[config.mk]
export PLATFORM = sky130hd
export DESIGN_NAME = stereo_block_sad_scorer
export DESIGN_NICKNAME = d
export VERILOG_FILES = /design/src/rtl/ssbs_pkg.sv /design/src/rtl/ssbs_front.sv /design/src/rtl/ssbs_queue.sv /design/src/rtl/ssbs_back.sv /design/src/rtl/stereo_block_sad_scorer.sv
export SDC_FILE = /design/constraint.sdc
export NUM_CORES = 1
export LEC_CHECK = 0
export BUFFER_PORTS_ARGS = -buffer_cell sky130_fd_sc_hd__buf_2
export CORE_UTILIZATION = 62
export DETAILED_ROUTE_END_ITERATION = 6
export GPL_TIMING_DRIVEN = 0
export PLACE_DENSITY_LB_ADDON = 0.1
export SLEW_MARGIN = 5
export SYNTH_ARGS = -nofsm -noshare
export SYNTH_HDL_FRONTEND = slang
export SYNTH_SLANG_ARGS = --single-unit
[constraint.sdc]
create_clock -name clk -period 17.08 [get_ports clk]
set_input_delay 2.562 -clock clk [delete_from_list [all_inputs] [get_ports clk]]
set_output_delay 2.562 -clock clk [all_outputs]
set_load 0.005 [all_outputs]
[src/rtl/ssbs_pkg.sv]
// shared types and constants of the stereo block sad scorer
`timescale 1ns / 1ps
package ssbs_pkg;

  // field widths
  localparam int PIX_W   = 8;
  localparam int SUM_W   = 16;
  localparam int TOT_W   = SUM_W + 1;
  localparam int SCORE_W = 25;
  localparam int CFG_W   = 16;
  localparam int CFG_IDX_W = 2;
  localparam int CNT_W   = $clog2(SCORE_W);

  // score scaling and divide-by-ten reciprocal (exact for totals below 2**18)
  localparam logic [8:0]  SCORE_SCALE  = 9'd333;
  localparam int          RECIP_W      = 16;
  localparam logic [RECIP_W-1:0] DIV10_RECIP = 16'd52429;
  localparam int          DIV10_SHIFT  = 19;

  // configuration register indexes
  localparam logic [CFG_IDX_W-1:0] CFG_SAD_THRESHOLD     = 2'd0;
  localparam logic [CFG_IDX_W-1:0] CFG_EDGE_LIMIT        = 2'd1;
  localparam logic [CFG_IDX_W-1:0] CFG_TEXTURE_THRESHOLD = 2'd2;

  // configuration reset values
  localparam logic [CFG_W-1:0] SAD_THRESHOLD_RST     = 16'd90;
  localparam logic [CFG_W-1:0] EDGE_LIMIT_RST        = 16'd0;
  localparam logic [CFG_W-1:0] TEXTURE_THRESHOLD_RST = 16'd200;

  typedef struct packed {
    logic [PIX_W-1:0] left_pixel;
    logic [PIX_W-1:0] right_pixel;
    logic [PIX_W-1:0] left_edge;
    logic [PIX_W-1:0] right_edge;
    logic             pixel_used;
    logic             block_last;
  } in_item_t;

  typedef struct packed {
    logic [SCORE_W-1:0] score;
    logic               hit;
    logic               low_texture;
    logic [SUM_W-1:0]   raw_sad;
    logic [SUM_W-1:0]   left_texture;
    logic [SUM_W-1:0]   right_texture;
  } out_item_t;

  // sums of one finished block
  typedef struct packed {
    logic [SUM_W-1:0] sad;
    logic [SUM_W-1:0] left;
    logic [SUM_W-1:0] right;
  } blk_sums_t;

  typedef struct packed {
    logic [CFG_W-1:0] sad_threshold;
    logic [CFG_W-1:0] edge_limit;
    logic [CFG_W-1:0] texture_threshold;
  } cfg_regs_t;

endpackage

[src/rtl/ssbs_front.sv]
// pixel accumulator: sums absolute differences and edge values per block
`timescale 1ns / 1ps
module ssbs_front
  import ssbs_pkg::*;
(
  input  logic      clk,
  input  logic      rst_n,
  input  logic      in_valid,
  input  in_item_t  in_item,
  output logic      blk_push,
  output blk_sums_t blk_sums
);

  logic [SUM_W-1:0] sad_r, sad_nxt;
  logic [SUM_W-1:0] left_r, left_nxt;
  logic [SUM_W-1:0] right_r, right_nxt;
  logic [PIX_W-1:0] abs_diff;
  logic [SUM_W:0]   sad_add, left_add, right_add;

  // absolute pixel difference
  always_comb begin
    if (in_item.left_pixel > in_item.right_pixel) begin
      abs_diff = in_item.left_pixel - in_item.right_pixel;
    end else begin
      abs_diff = in_item.right_pixel - in_item.left_pixel;
    end
  end

  // saturating sums including this pixel
  always_comb begin
    sad_add   = {1'b0, sad_r} + (SUM_W+1)'(abs_diff);
    left_add  = {1'b0, left_r} + (SUM_W+1)'(in_item.left_edge);
    right_add = {1'b0, right_r} + (SUM_W+1)'(in_item.right_edge);
    blk_sums.sad   = sad_r;
    blk_sums.left  = left_r;
    blk_sums.right = right_r;
    if (in_item.pixel_used) begin
      blk_sums.sad   = sad_add[SUM_W] ? '1 : sad_add[SUM_W-1:0];
      blk_sums.left  = left_add[SUM_W] ? '1 : left_add[SUM_W-1:0];
      blk_sums.right = right_add[SUM_W] ? '1 : right_add[SUM_W-1:0];
    end
  end

  // hand the block on at its last pixel and restart the sums
  always_comb begin
    blk_push  = in_valid && in_item.block_last;
    sad_nxt   = sad_r;
    left_nxt  = left_r;
    right_nxt = right_r;
    if (in_valid) begin
      if (in_item.block_last) begin
        sad_nxt   = '0;
        left_nxt  = '0;
        right_nxt = '0;
      end else begin
        sad_nxt   = blk_sums.sad;
        left_nxt  = blk_sums.left;
        right_nxt = blk_sums.right;
      end
    end
  end

  always_ff @(posedge clk) begin
    if (!rst_n) begin
      sad_r   <= '0;
      left_r  <= '0;
      right_r <= '0;
    end else begin
      sad_r   <= sad_nxt;
      left_r  <= left_nxt;
      right_r <= right_nxt;
    end
  end

endmodule

[src/rtl/ssbs_queue.sv]
// short queue of finished block sums between accumulator and scorer
`timescale 1ns / 1ps
module ssbs_queue
  import ssbs_pkg::*;
#(
  parameter int DEPTH = 2
) (
  input  logic      clk,
  input  logic      rst_n,
  input  logic      push,
  input  blk_sums_t wr_data,
  input  logic      pop,
  output blk_sums_t rd_data,
  output logic      full,
  output logic      empty
);

  localparam int PTR_W = (DEPTH > 1) ? $clog2(DEPTH) : 1;
  localparam int CNT_W = $clog2(DEPTH + 1);

  blk_sums_t        mem [DEPTH];
  logic [PTR_W-1:0] wr_ptr_r, wr_ptr_nxt;
  logic [PTR_W-1:0] rd_ptr_r, rd_ptr_nxt;
  logic [CNT_W-1:0] count_r, count_nxt;
  logic             do_push, do_pop;

  assign full    = (count_r == CNT_W'(DEPTH));
  assign empty   = (count_r == '0);
  assign do_push = push && !full;
  assign do_pop  = pop && !empty;
  assign rd_data = mem[rd_ptr_r];

  // pointer and fill count update
  always_comb begin
    wr_ptr_nxt = wr_ptr_r;
    rd_ptr_nxt = rd_ptr_r;
    count_nxt  = count_r;
    if (do_push) begin
      wr_ptr_nxt = (wr_ptr_r == PTR_W'(DEPTH - 1)) ? '0 : wr_ptr_r + 1'b1;
    end
    if (do_pop) begin
      rd_ptr_nxt = (rd_ptr_r == PTR_W'(DEPTH - 1)) ? '0 : rd_ptr_r + 1'b1;
    end
    if (do_push && !do_pop) begin
      count_nxt = count_r + 1'b1;
    end else if (do_pop && !do_push) begin
      count_nxt = count_r - 1'b1;
    end
  end

  always_ff @(posedge clk) begin
    if (!rst_n) begin
      wr_ptr_r <= '0;
      rd_ptr_r <= '0;
      count_r  <= '0;
    end else begin
      wr_ptr_r <= wr_ptr_nxt;
      rd_ptr_r <= rd_ptr_nxt;
      count_r  <= count_nxt;
    end
  end

  // storage
  always_ff @(posedge clk) begin
    if (do_push) begin
      mem[wr_ptr_r] <= wr_data;
    end
  end

endmodule

[src/rtl/ssbs_back.sv]
// block scorer: texture checks, bit-serial division and result register
`timescale 1ns / 1ps
module ssbs_back
  import ssbs_pkg::*;
(
  input  logic      clk,
  input  logic      rst_n,
  input  cfg_regs_t cfg,
  input  logic      blk_avail,
  input  blk_sums_t blk_sums,
  output logic      blk_pop,
  input  logic      out_pop,
  output logic      out_empty,
  output out_item_t out_item
);

  localparam logic [1:0] ST_IDLE = 2'd0;
  localparam logic [1:0] ST_PREP = 2'd1;
  localparam logic [1:0] ST_DIV  = 2'd2;
  localparam logic [1:0] ST_DONE = 2'd3;

  logic [1:0]         state_r, state_nxt;
  logic [CNT_W-1:0]   cnt_r, cnt_nxt;
  blk_sums_t          sums_r;
  logic               low_r;
  logic [TOT_W-1:0]   divisor_r;
  logic [TOT_W-1:0]   rem_r, rem_nxt;
  logic [SCORE_W-1:0] quo_r, quo_nxt;
  logic               out_valid_r, out_valid_nxt;
  out_item_t          out_item_r;

  logic [TOT_W-1:0]         total;
  logic                     tex_low, low;
  logic [TOT_W+RECIP_W-1:0] recip_prod;
  logic [TOT_W-1:0]         divisor;
  logic [SCORE_W-1:0]       scaled_sad;
  logic [TOT_W:0]           trial;
  logic                     fits;
  logic                     out_load;
  out_item_t                result;

  // edge total, texture checks and scaled dividend
  always_comb begin
    total      = {1'b0, sums_r.left} + {1'b0, sums_r.right};
    tex_low    = (sums_r.left < cfg.texture_threshold) ||
                 (sums_r.right < cfg.texture_threshold);
    low        = (sums_r.left < cfg.edge_limit) || (sums_r.right < cfg.edge_limit);
    recip_prod = (TOT_W+RECIP_W)'(total) * (TOT_W+RECIP_W)'(DIV10_RECIP);
    divisor    = tex_low ? TOT_W'(recip_prod[TOT_W+RECIP_W-1:DIV10_SHIFT]) : total;
    scaled_sad = SCORE_W'(sums_r.sad) * SCORE_W'(SCORE_SCALE);
  end

  // one restoring division step
  always_comb begin
    trial   = {rem_r, quo_r[SCORE_W-1]};
    fits    = (trial >= {1'b0, divisor_r});
    rem_nxt = fits ? TOT_W'(trial - {1'b0, divisor_r}) : trial[TOT_W-1:0];
    quo_nxt = {quo_r[SCORE_W-2:0], fits};
  end

  // final result fields
  always_comb begin
    result.low_texture   = low_r;
    result.raw_sad       = sums_r.sad;
    result.left_texture  = sums_r.left;
    result.right_texture = sums_r.right;
    if (low_r) begin
      result.score = '0;
      result.hit   = 1'b0;
    end else if (divisor_r == '0) begin
      result.score = '1;
      result.hit   = 1'b0;
    end else begin
      result.score = quo_r;
      result.hit   = (quo_r < SCORE_W'(cfg.sad_threshold));
    end
  end

  // sequencer
  always_comb begin
    state_nxt     = state_r;
    cnt_nxt       = cnt_r;
    blk_pop       = 1'b0;
    out_load      = 1'b0;
    out_valid_nxt = out_valid_r && !out_pop;
    unique case (state_r)
      ST_IDLE: begin
        if (blk_avail) begin
          blk_pop   = 1'b1;
          state_nxt = ST_PREP;
        end
      end
      ST_PREP: begin
        cnt_nxt   = CNT_W'(SCORE_W - 1);
        state_nxt = ST_DIV;
      end
      ST_DIV: begin
        cnt_nxt = cnt_r - 1'b1;
        if (cnt_r == '0) begin
          state_nxt = ST_DONE;
        end
      end
      ST_DONE: begin
        if (!out_valid_r || out_pop) begin
          out_load      = 1'b1;
          out_valid_nxt = 1'b1;
          state_nxt     = ST_IDLE;
        end
      end
      default: state_nxt = ST_IDLE;
    endcase
  end

  always_ff @(posedge clk) begin
    if (!rst_n) begin
      state_r     <= ST_IDLE;
      cnt_r       <= '0;
      out_valid_r <= 1'b0;
    end else begin
      state_r     <= state_nxt;
      cnt_r       <= cnt_nxt;
      out_valid_r <= out_valid_nxt;
    end
  end

  // datapath registers
  always_ff @(posedge clk) begin
    if (blk_pop) begin
      sums_r <= blk_sums;
    end
    if (state_r == ST_PREP) begin
      low_r     <= low;
      divisor_r <= divisor;
      rem_r     <= '0;
      quo_r     <= scaled_sad;
    end else if (state_r == ST_DIV) begin
      rem_r <= rem_nxt;
      quo_r <= quo_nxt;
    end
    if (out_load) begin
      out_item_r <= result;
    end
  end

  assign out_empty = !out_valid_r;
  assign out_item  = out_item_r;

endmodule

[src/rtl/stereo_block_sad_scorer.sv]
// top level of the stereo block sad scorer
//
//   channel  ports                                   transfer when
//   in       in_push, in_full, in_data               in_push && !in_full
//   out      out_empty, out_pop, out_data            out_pop && !out_empty
//   cfg      cfg_we, cfg_index, cfg_wdata            cfg_we (index 3 ignored)
//
// pixels are taken one per cycle while in_full is low; a block's last pixel
// passes its sums to a queue of QUEUE_DEPTH entries. the scorer takes one
// block at a time (load, prepare, 25 divider steps, write-back) and pops the
// next only after write-back. in_full rises while the queue is full; a held
// result (out_pop low) stalls the scorer at write-back only. reset is
// synchronous and clears sums, queue, sequencer and configuration.
`timescale 1ns / 1ps
module stereo_block_sad_scorer
  import ssbs_pkg::*;
#(
  parameter int QUEUE_DEPTH = 2
) (
  input  logic                 clk,
  input  logic                 rst_n,
  input  logic                 in_push,
  output logic                 in_full,
  input  in_item_t             in_data,
  output logic                 out_empty,
  input  logic                 out_pop,
  output out_item_t            out_data,
  input  logic                 cfg_we,
  input  logic [CFG_IDX_W-1:0] cfg_index,
  input  logic [CFG_W-1:0]     cfg_wdata
);

  cfg_regs_t cfg_r, cfg_nxt;
  logic      in_accept;
  logic      blk_push, blk_pop, q_full, q_empty;
  blk_sums_t front_sums, q_sums;

  assign in_full   = q_full;
  assign in_accept = in_push && !q_full;

  // configuration registers
  always_comb begin
    cfg_nxt = cfg_r;
    if (cfg_we) begin
      unique case (cfg_index)
        CFG_SAD_THRESHOLD:     cfg_nxt.sad_threshold     = cfg_wdata;
        CFG_EDGE_LIMIT:        cfg_nxt.edge_limit        = cfg_wdata;
        CFG_TEXTURE_THRESHOLD: cfg_nxt.texture_threshold = cfg_wdata;
        default:               cfg_nxt = cfg_r;
      endcase
    end
  end

  always_ff @(posedge clk) begin
    if (!rst_n) begin
      cfg_r.sad_threshold     <= SAD_THRESHOLD_RST;
      cfg_r.edge_limit        <= EDGE_LIMIT_RST;
      cfg_r.texture_threshold <= TEXTURE_THRESHOLD_RST;
    end else begin
      cfg_r <= cfg_nxt;
    end
  end

  // accumulator
  ssbs_front u_front (
    .clk      (clk),
    .rst_n    (rst_n),
    .in_valid (in_accept),
    .in_item  (in_data),
    .blk_push (blk_push),
    .blk_sums (front_sums)
  );

  // block queue
  ssbs_queue #(
    .DEPTH (QUEUE_DEPTH)
  ) u_queue (
    .clk     (clk),
    .rst_n   (rst_n),
    .push    (blk_push),
    .wr_data (front_sums),
    .pop     (blk_pop),
    .rd_data (q_sums),
    .full    (q_full),
    .empty   (q_empty)
  );

  // scorer
  ssbs_back u_back (
    .clk       (clk),
    .rst_n     (rst_n),
    .cfg       (cfg_r),
    .blk_avail (!q_empty),
    .blk_sums  (q_sums),
    .blk_pop   (blk_pop),
    .out_pop   (out_pop),
    .out_empty (out_empty),
    .out_item  (out_data)
  );

endmodule

Yosys cells after proc, flatten, opt, wreduce, memory -nomap -nowiden

Memories as Yosys holds them, arrays and structs flattened. A register that Yosys moved wholly into a read port is not among the register bits.
Cells that the tools add are included.

Flip-flop bits (word level): 243
Memory bits (writable): 96
Bits of input ports: 57
Output and inout port bits: 77
Logic and storage cells: 112
Memories: 1

Memory list:

| memory      | words | width | read ports | clocked after memory_dff | wr ports | line             | RTL |
|---|---|---|---|---|---|---|---|
| u_queue.mem | 2     | 48    | 1          | 1                        | 1        | ssbs_queue.sv:21 | `blk_sums_t mem [DEPTH];` |

Add/subtract/negate cells: 12
$mul: 2
Magnitude comparators: 7
Eq/ne operators: 9
Multiplexer cells: 30
Reduce and logical (&&, ||, !) cells: 28

Operators by type and width:

| cell                                                                  | number |
|---|---|
| 16-bit two-way mux                                                    | 6 |
| 16-bit < comparator                                                   | 4 |
| 16-bit by 8-bit adder with 17-bit output                              | 3 |
| 25-bit two-way mux                                                    | 2 |
| 48-bit two-way mux                                                    | 1 |
| 17-bit by 16-bit multiplier with 33-bit output, second input constant | 1 |
| 26-bit two-way mux                                                    | 1 |
| 25-bit by 16-bit < comparator with 1-bit output                       | 1 |
| 16-bit by 9-bit multiplier with 25-bit output, second input constant  | 1 |
| 18-bit by 17-bit greater-or-equal comparator with 1-bit output        | 1 |
| 16-bit by 16-bit adder with 17-bit output                             | 1 |
| 17-bit zero test                                                      | 1 |
| 17-bit two-way mux                                                    | 1 |
| 17-bit subtractor                                                     | 1 |
| 8-bit subtractor                                                      | 2 |
| 14-bit two-way mux                                                    | 1 |
| 1-bit two-way mux                                                     | 10 |
| 2-bit two-way mux                                                     | 5 |
| 5-bit case mux with 2 select lines                                    | 1 |
| 2-bit == test, second input constant                                  | 4 |
| 8-bit > comparator                                                    | 1 |
| 8-bit two-way mux                                                     | 1 |
| 2-bit case mux with 4 select lines                                    | 1 |
| 1-bit logical AND                                                     | 7 |
| 15 further kinds                                                      | 30 |

Longest topological paths before layout

Gate-level depths: netlist (run 1).

Depth after elaboration: 9
Mapped depth: 31
Mapped depth without buffers: 31

Modules after synthesis

From an unflattened synthesis (run 1), not the netlist that was laid out.

Cells, all modules: 2580
Area, all modules: 27517.6 µm²

By module, submodules not included:

| module                  | times used | cells an instance | area each (µm²) | sequential area each (µm²) |
|---|---|---|---|---|
| ssbs_back               | 1          | 1614              | 17371.7         | 5485.3 |
| ssbs_front              | 1          | 609               | 4588.2          | 960.9 |
| ssbs_queue              | 1          | 174               | 3697.3          | 2982.9 |
| stereo_block_sad_scorer | 1          | 183               | 1860.5          | 960.9 |

Worst setup path before layout (run 1)

No wires, ideal clock.

Path type: flip-flop to flip-flop
Start: reg u_back.result[0] (netlist name)
End: reg u_back.divisor_r[11], data pin
Setup time: 0.260 ns
Arrival time: 7.508 ns
Required time: 16.820 ns
Path slack: 9.312 ns
Stages on the path, launching flop included: 32
Buffers on the path: 0
Clock period less this slack: 7.768 ns
Path through: edfxtp_1 -> ha_1 -> fa_1 -> a21o_1 -> a21oi_2 -> o21ai_1 -> o31a_1 -> o31ai_4 -> a21oi_1 -> a31oi_1 -> xor2_1 -> inv_1 -> ha_1 -> ha_1 -> inv_1 -> fa_1 -> inv_1 -> fa_1 -> fa_1 -> inv_1 -> fa_1 -> inv_1 -> ha_1 -> nand4_1 -> nor3_1 -> nand3_1 -> a211oi_1 -> o21ai_1 -> a31oi_1 -> a21oi_1 -> xnor2_1 -> mux2_2

Longest elaborated chain between the ends: 3
Elaborated cells on any way between the ends: 5
Classes of those cells: add/sub (1); mul (1); order compare (1); mux (1); reduce/logical (1)

Ends and longest elaborated chain:

| what                                           | line             | RTL |
|---|---|---|
| 16-bit by 16-bit adder with 17-bit output      | ssbs_back.sv:44  | `total = {1'b0, sums_r.left} + {1'b0, sums_r.right};` |
| via u_back.total[14]                           | ssbs_back.sv:32  | `logic [TOT_W-1:0] total;` |
| 17-bit by 16-bit multiplier with 33-bit output | ssbs_back.sv:48  | `recip_prod = (TOT_W+RECIP_W)'(total) * (TOT_W+RECIP_W)'(DIV10_RECIP);` |
| 14-bit two-way mux                             | ssbs_back.sv:49  | `divisor = tex_low ? TOT_W'(recip_prod[TOT_W+RECIP_W-1:DIV10_SHIFT]) : total;` |
| via u_back.divisor[11]                         | ssbs_back.sv:35  | `logic [TOT_W-1:0] divisor;` |
| end signal, assigned                           | ssbs_back.sv:133 | `divisor_r <= divisor;` |
| end, declared                                  | ssbs_back.sv:26  | `logic [TOT_W-1:0] divisor_r;` |

The timed path passes the listed nets, and every way through them passes these cells.
A chain may end at the register's enable or synchronous reset.

Final worst setup path (run 1)

Start: reg u_back.result[0] (netlist name)
End: reg u_back.divisor_r[11], data pin

Longest elaborated chain between the ends: 3
Elaborated cells on any way between the ends: 5
Classes of those cells: add/sub (1); mul (1); order compare (1); mux (1); reduce/logical (1)

Ends and longest elaborated chain:

| what                                           | line |
|---|---|
| 16-bit by 16-bit adder with 17-bit output      | ssbs_back.sv:44 |
| via u_back.total[14]                           | ssbs_back.sv:32 |
| 17-bit by 16-bit multiplier with 33-bit output | ssbs_back.sv:48 |
| 14-bit two-way mux                             | ssbs_back.sv:49 |
| via u_back.divisor[11]                         | ssbs_back.sv:35 |

The timed path passes the listed nets, and every way through them passes these cells.

==> results of run 1 <==
## sequential cells by signal, summed over array words and instances (netlist names), 17 cells and up
signal,flops
u_back.result,48
u_back.quo_r,25
cfg_r,48
u_back.divisor_r,17
u_queue.mem,96
u_back.rem_r,17
u_back.out_item,75
## layer usage
metal	up-vias	share of wire, %	track usage, %
met5	-	0.096	0
met4	10	3.1	11.4
met3	130	5.2	4.38
met2	498	49	52.6
met1	9538	42	39.3
li1	9333	-	-
## area by class of cell
type / instances / area [um2] / area share [%]
Multi-Input combinational cell: 1775 / 15000 / 50.1
Sequential cell: 387 / 10400 / 34.7
Inverter: 337 / 1260 / 4.24
Clock buffer: 57 / 1250 / 4.19
Timing Repair Buffer: 137 / 763 / 2.56
Tap cell: 577 / 722 / 2.42
Buffer: 63 / 263 / 0.880
Clock inverter: 21 / 253 / 0.846
Antenna cell: 7 / 17.5 / 0.0587
## worst max-delay path: cells and delay by family (launching register included)
kind	cells	cell delay (ns)
adders and majority gates	9	3.77
muxes	1	0.27
and+or+nand+nor	3	0.78
AOI/OAI and AO/OA	11	2.69
DFF	1	0.46
xor gates and xnor gates	2	0.58
buffers and inverters	5	0.46
## logic make-up (layout without fill, tap and decap cells)
logic type,count (synthesis),after routing,share of synthesized area [%]
AND/OR/NAND/NOR,585,585,10.2
AO/OA/AOI/OAI,499,499,11.9
adder cells (fa/ha/maj),473,473,25.5
buffers and inverters,400,615,5.69
flip-flops,387,387,38.6
XOR/XNOR,117,117,3.97
multiplexers,101,101,4.16
other,0,7,0
## placed cells by master (no fill, tap or decap), types with 8 or more instances in the layout
master     instances
nand3_1           40
and3_1            18
clkbuf_1          50
nor2b_1           22
nor3_1            26
xnor2_1           68
clkbuf_16         46
o21ai_0           78
o211ai_1          12
a31oi_1           12
nand2b_1          20
o21bai_1          13
mux2i_1           16
a22o_1            12
dfxtp_1          125
xor2_1            45
mux2_2            85
buf_2            134
a21o_1            55
buf_1             11
ha_1             351
nand2_1          177
a21oi_1          185
edfxtp_1         262
o21a_1            22
nand4_1           18
a211oi_1          36
and2_1            16
o21ai_1            8
nor2_1           189
inv_1            335
fa_1             122
## metrics by stage
| stage | setup WS (ns) | util (%) | area (um2) | hold slack (ns) | instances |
|---|---|---|---|---|---|
| finish | 7.78 | 70.6 | 29900 | 0.457 | 3361 |
| global route | 7.32 | 70.5 | 29900 | 0.476 | 3357 |
| CTS | 7.79 | 70.5 | 29800 | 0.459 | 3354 |
| detailed placement | 7.82 | 67.0 | 28300 | 0.450 | 3276 |
| global placement | 7.93 | 66.7 | 28200 | 0.444 | 3270 |
| floorplan | 9.31 | - | 26800 | 0.424 | 2562 |
## worst paths after layout
kind / from / cells after the start / to / slack (ns)
worst min register to register: cfg_r[39]$_SDFFE_PN0P_ / 2 / cfg_r[39]$_SDFFE_PN0P_ / 0.46
worst max-delay path: u_back.result[0]$_DFFE_PP_ / 31 / u_back.divisor_r[11]$_DFFE_PP_ / 7.78
worst max register to register: u_back.result[0]$_DFFE_PP_ / 31 / u_back.divisor_r[11]$_DFFE_PP_ / 7.78
worst min-delay path: cfg_r[39]$_SDFFE_PN0P_ / 2 / cfg_r[39]$_SDFFE_PN0P_ / 0.46
==> results.toml, run 1 <==
[yosys]
syn_area_per_cell_um2 = 10.5
async_flop_share_pct = 0
syn_nets = 3092
post-synth-top-count-cell = "ha_1"
yosysTopAreaCellShare_pct = 29.3
synthTopCellsByArea = "edfxtp_1, ha_1, dfxtp_1, fa_1, inv_1"
ys.flop_type = "edfxtp_1"
yosys_warnings = 0
yosysTopAreaCell = "edfxtp_1"
yosysSeqAreaShare_pct = 38.6
synth_area_um2 = 26800
synthTopCellsByCount = "ha_1, inv_1, edfxtp_1, nor2_1, a21oi_1"
synth.distinct_cells = 89
synth_cells = 2562
synth_edf_count = 262
ys_ff_latch = 387

[place]
place_congestion = 0.949
io_buffers = 131
dp.final_hpwl_um = 52000

[sta]
timing.final.max_slew_violations = 0
finalCriticalPeriod_ns = 9.30
finClkSkew_ns = 0.0369
worstMarginPinSlew_ns = 1.19
fin_crit_sh_pct = 54.5
slew_headroom_pct = 20.4
final-hold-violation-count = 0
finalSetupTns_ns = 0
setup_viol = 0
fmax_mhz = 107
rsz0062_at_grt = "false"

[detailed_routing]
firstDrtPassIters = 7
first_iter_violations = 1321
vias_per_cell = 5.80
wire_per_inst_um = 19.6
wl_um = 65900
drcViolationCount = 1
postRouteAntennaNets = 0
vias = 19500

[layout]
final_layout_size_suffix_gt1_share_pct = 12.1
layout.nets = 3273
syn2layout_area_growth_pct = 11.3
fillers = 3166

[status]
status = "finished, violations left"
violations = "design-rule violations"

[die]
die_area_um2 = 44100
chipWidth_um = 210
start_util_pct = 63.4
die_h_um = 210
num_rows = 75
pin_count = 134
core_area_um2 = 42300

[global_routing]
antenna_found_initial = 13
grt_max_degree = 33
track_usage_pct = 30.6
grt_pass1_wl_um = 105000
grt.overflow.total = 0
grt_pass1_vias = 19800

[critical_path]
required_ns = 17.40
critPathMaxFanout = 4
path_class = "reg -> reg"
crit_arrival_ns = 9.62
slowest_stage = "fa_1"
worstSetupStartpointType = "flop"
slowest_delay_ns = 0.55
end_kind = "flop"

[cts]
cts_tree = "done"
cts-htree-levels = 2
clkTransAtPathRegs_ns = 0.06
clockBufferDepth = 3
cts_buffers = 42
ctsResizeCount = 0
cts_setup_buffers = 0
hold_buffers = 0
clockRootBuffer = "clkbuf_16"
clk_latency_ns = 0.59
cts.sink_count = 387

[worst_hold_path]
hp-class = "reg -> reg"

[job]
maxCapViolations = 0
Power of run 1 is not shown: default switching activity piles up to over one toggle a cycle in this logic, so the estimate is an artifact.
==> inputs of run 2 (changes only) <==
--- a/config.mk
+++ b/config.mk
@@ -6,7 +6,7 @@
 export NUM_CORES = 1
 export LEC_CHECK = 0
 export BUFFER_PORTS_ARGS = -buffer_cell sky130_fd_sc_hd__buf_2
-export CORE_UTILIZATION = 62
+export CORE_UTILIZATION = 57
 export DETAILED_ROUTE_END_ITERATION = 6
 export GPL_TIMING_DRIVEN = 0
 export PLACE_DENSITY_LB_ADDON = 0.1
==> constraint.sdc (replaced) <==
create_clock -name clk -period 8.2 [get_ports clk]
set_input_delay 1.23 -clock clk [delete_from_list [all_inputs] [get_ports clk]]
set_output_delay 1.23 -clock clk [all_outputs]
set_load 0.005 [all_outputs]
==> results.toml, run 2 (synthesis results as in run 1) <==
[global_routing]
grt_pass1_wl_um = 103000
grt_max_degree = 35
track_usage_pct = 27.9
grt_pass1_vias = 19600
antenna_found_initial = 4
grt.overflow.total = 0

[detailed_routing]
wire_per_inst_um = 19.4
vias = 19500
wl_um = 66500
firstDrtPassIters = 6
first_iter_violations = 1250
vias_per_cell = 5.68
postRouteAntennaNets = 0
drcViolationCount = 0

[die]
start_util_pct = 57.8
die_area_um2 = 47900
pin_count = 134
core_area_um2 = 46500
die_h_um = 219
chipWidth_um = 219
num_rows = 79

[critical_path]
crit_family = "adder cells"
crit_arrival_ns = 8.28
critPathMaxFanout = 4
r2r_slack_ns = 0.24
crit_buf_inv = 5
crit-reg2reg-launch = "u_back.result[16]$_DFFE_PP_"
worstSetupStartpointType = "flop"
slowest_delay_ns = 0.50
required_ns = 8.52
path_class = "reg -> reg"
crit_start = "u_back.result[16]$_DFFE_PP_"
slowest_stage = "fa_1"
end_kind = "flop"

[cts]
hold_buffers = 0
cts-htree-levels = 2
cts_buffers = 43
clockRootBuffer = "clkbuf_16"
clockBufferDepth = 3
clk_latency_ns = 0.57
clkTransAtPathRegs_ns = 0.06
cts.sink_count = 387
cts_tree = "done"

[sta]
fmax_mhz = 126
worstMarginPinSlew_ns = 1.22
finClkSkew_ns = 0.0106
slew_headroom_pct = 18.6
final-hold-violation-count = 0
fin_crit_sh_pct = 97.0
timing.final.max_slew_violations = 0
setup_viol = 0
finalCriticalPeriod_ns = 7.96

[layout]
final_common_cell = "ha_1"
syn2layout_area_growth_pct = 13.0
layout_common_cells = "ha_1, inv_1, edfxtp_1"
top_register = "u_queue.mem"
fin_util_pct = 65.2
seq_area_um2 = 10400
fillers = 3728
multi_input_area_um2 = 15200
largest_reg_flops = 96
final_layout_size_suffix_gt1_share_pct = 14.1
layout.nets = 3309

[status]
status = "completed"

[job]
maxCapViolations = 0

[worst_hold_path]
min_from = "cfg_r[9]$_SDFFE_PN0P_"
hp-class = "reg -> reg"

[place]
io_buffers = 131
place_congestion = 0.940
dp.final_hpwl_um = 52400
[run 2: cell types whose count changed in the layout (fill, tap and decap cells not counted), sizes merged]
cell | previous run | this run
inv | 342 | 338
clkbuf | 102 | 104
buf | 155 | 190
clkinvlp | 0 | 3
clkinv | 13 | 14
bufinv | 3 | 2
[run 2: worst min-delay path: stages, from the launching register on]
cell and delay [ns]:
dfxtp_1 0.31, nand2_1 0.05, a21oi_1 0.05
[run 2: repair_timing]
item,4_1_cts,5_1_grt
gates resized for setup,29,21
pin swaps,15,34
gates cloned,0,0
buffers inserted,15,20
endpoints found under the hold margin,0,0
endpoints found under the setup margin,14,11
[run 2: per-stage QoR]
step | worst slack, ns | hold WS [ns] | area [um2] | std cells | TNS, ns
final | 0.245 | 0.458 | 30300 | 3427 | 0
after global routing | -0.0614 | 0.475 | 30300 | 3424 | -0.114
after CTS | 0.0319 | 0.455 | 30000 | 3400 | 0
after detailed placement | -0.981 | 0.447 | 28400 | 3306 | -8.66
after global placement | -0.921 | 0.445 | 28200 | 3300 | -8.12
after floorplan | 0.432 | 0.424 | 26800 | 2562 | 0
[run 2: path summary, 6_finish.rpt]
check,end,cells after the start
worst min-delay path,cfg_r[9]$_SDFFE_PN0P_,2
worst max-delay path,u_back.divisor_r[11]$_DFFE_PP_,31
worst min register to register,cfg_r[9]$_SDFFE_PN0P_,2
worst max register to register,u_back.divisor_r[11]$_DFFE_PP_,31
[run 2: routing by layer]
| metal | global-route usage (%) | vias to the layer above | part of all wire, % |
|---|---|---|---|
| li1 | - | 9398 | - |
| met5 | 0 | - | 0 |
| met4 | 12.6 | 0 | 4.3 |
| met3 | 3.74 | 157 | 4.5 |
| met1 | 34.2 | 9441 | 42 |
| met2 | 48.6 | 481 | 49 |
[run 2: final cells by class]
type,count,share of cell area [%]
antenna,7,0.0578
multi-input combinational,1775,50.3
buffer,63,0.867
tap,607,2.51
clock buffer,59,3.92
sequential,387,34.2
clock inverter,20,0.570
inverter,337,4.20
timing repair buffer,172,3.38
Power of run 2 is left out for the same reason.
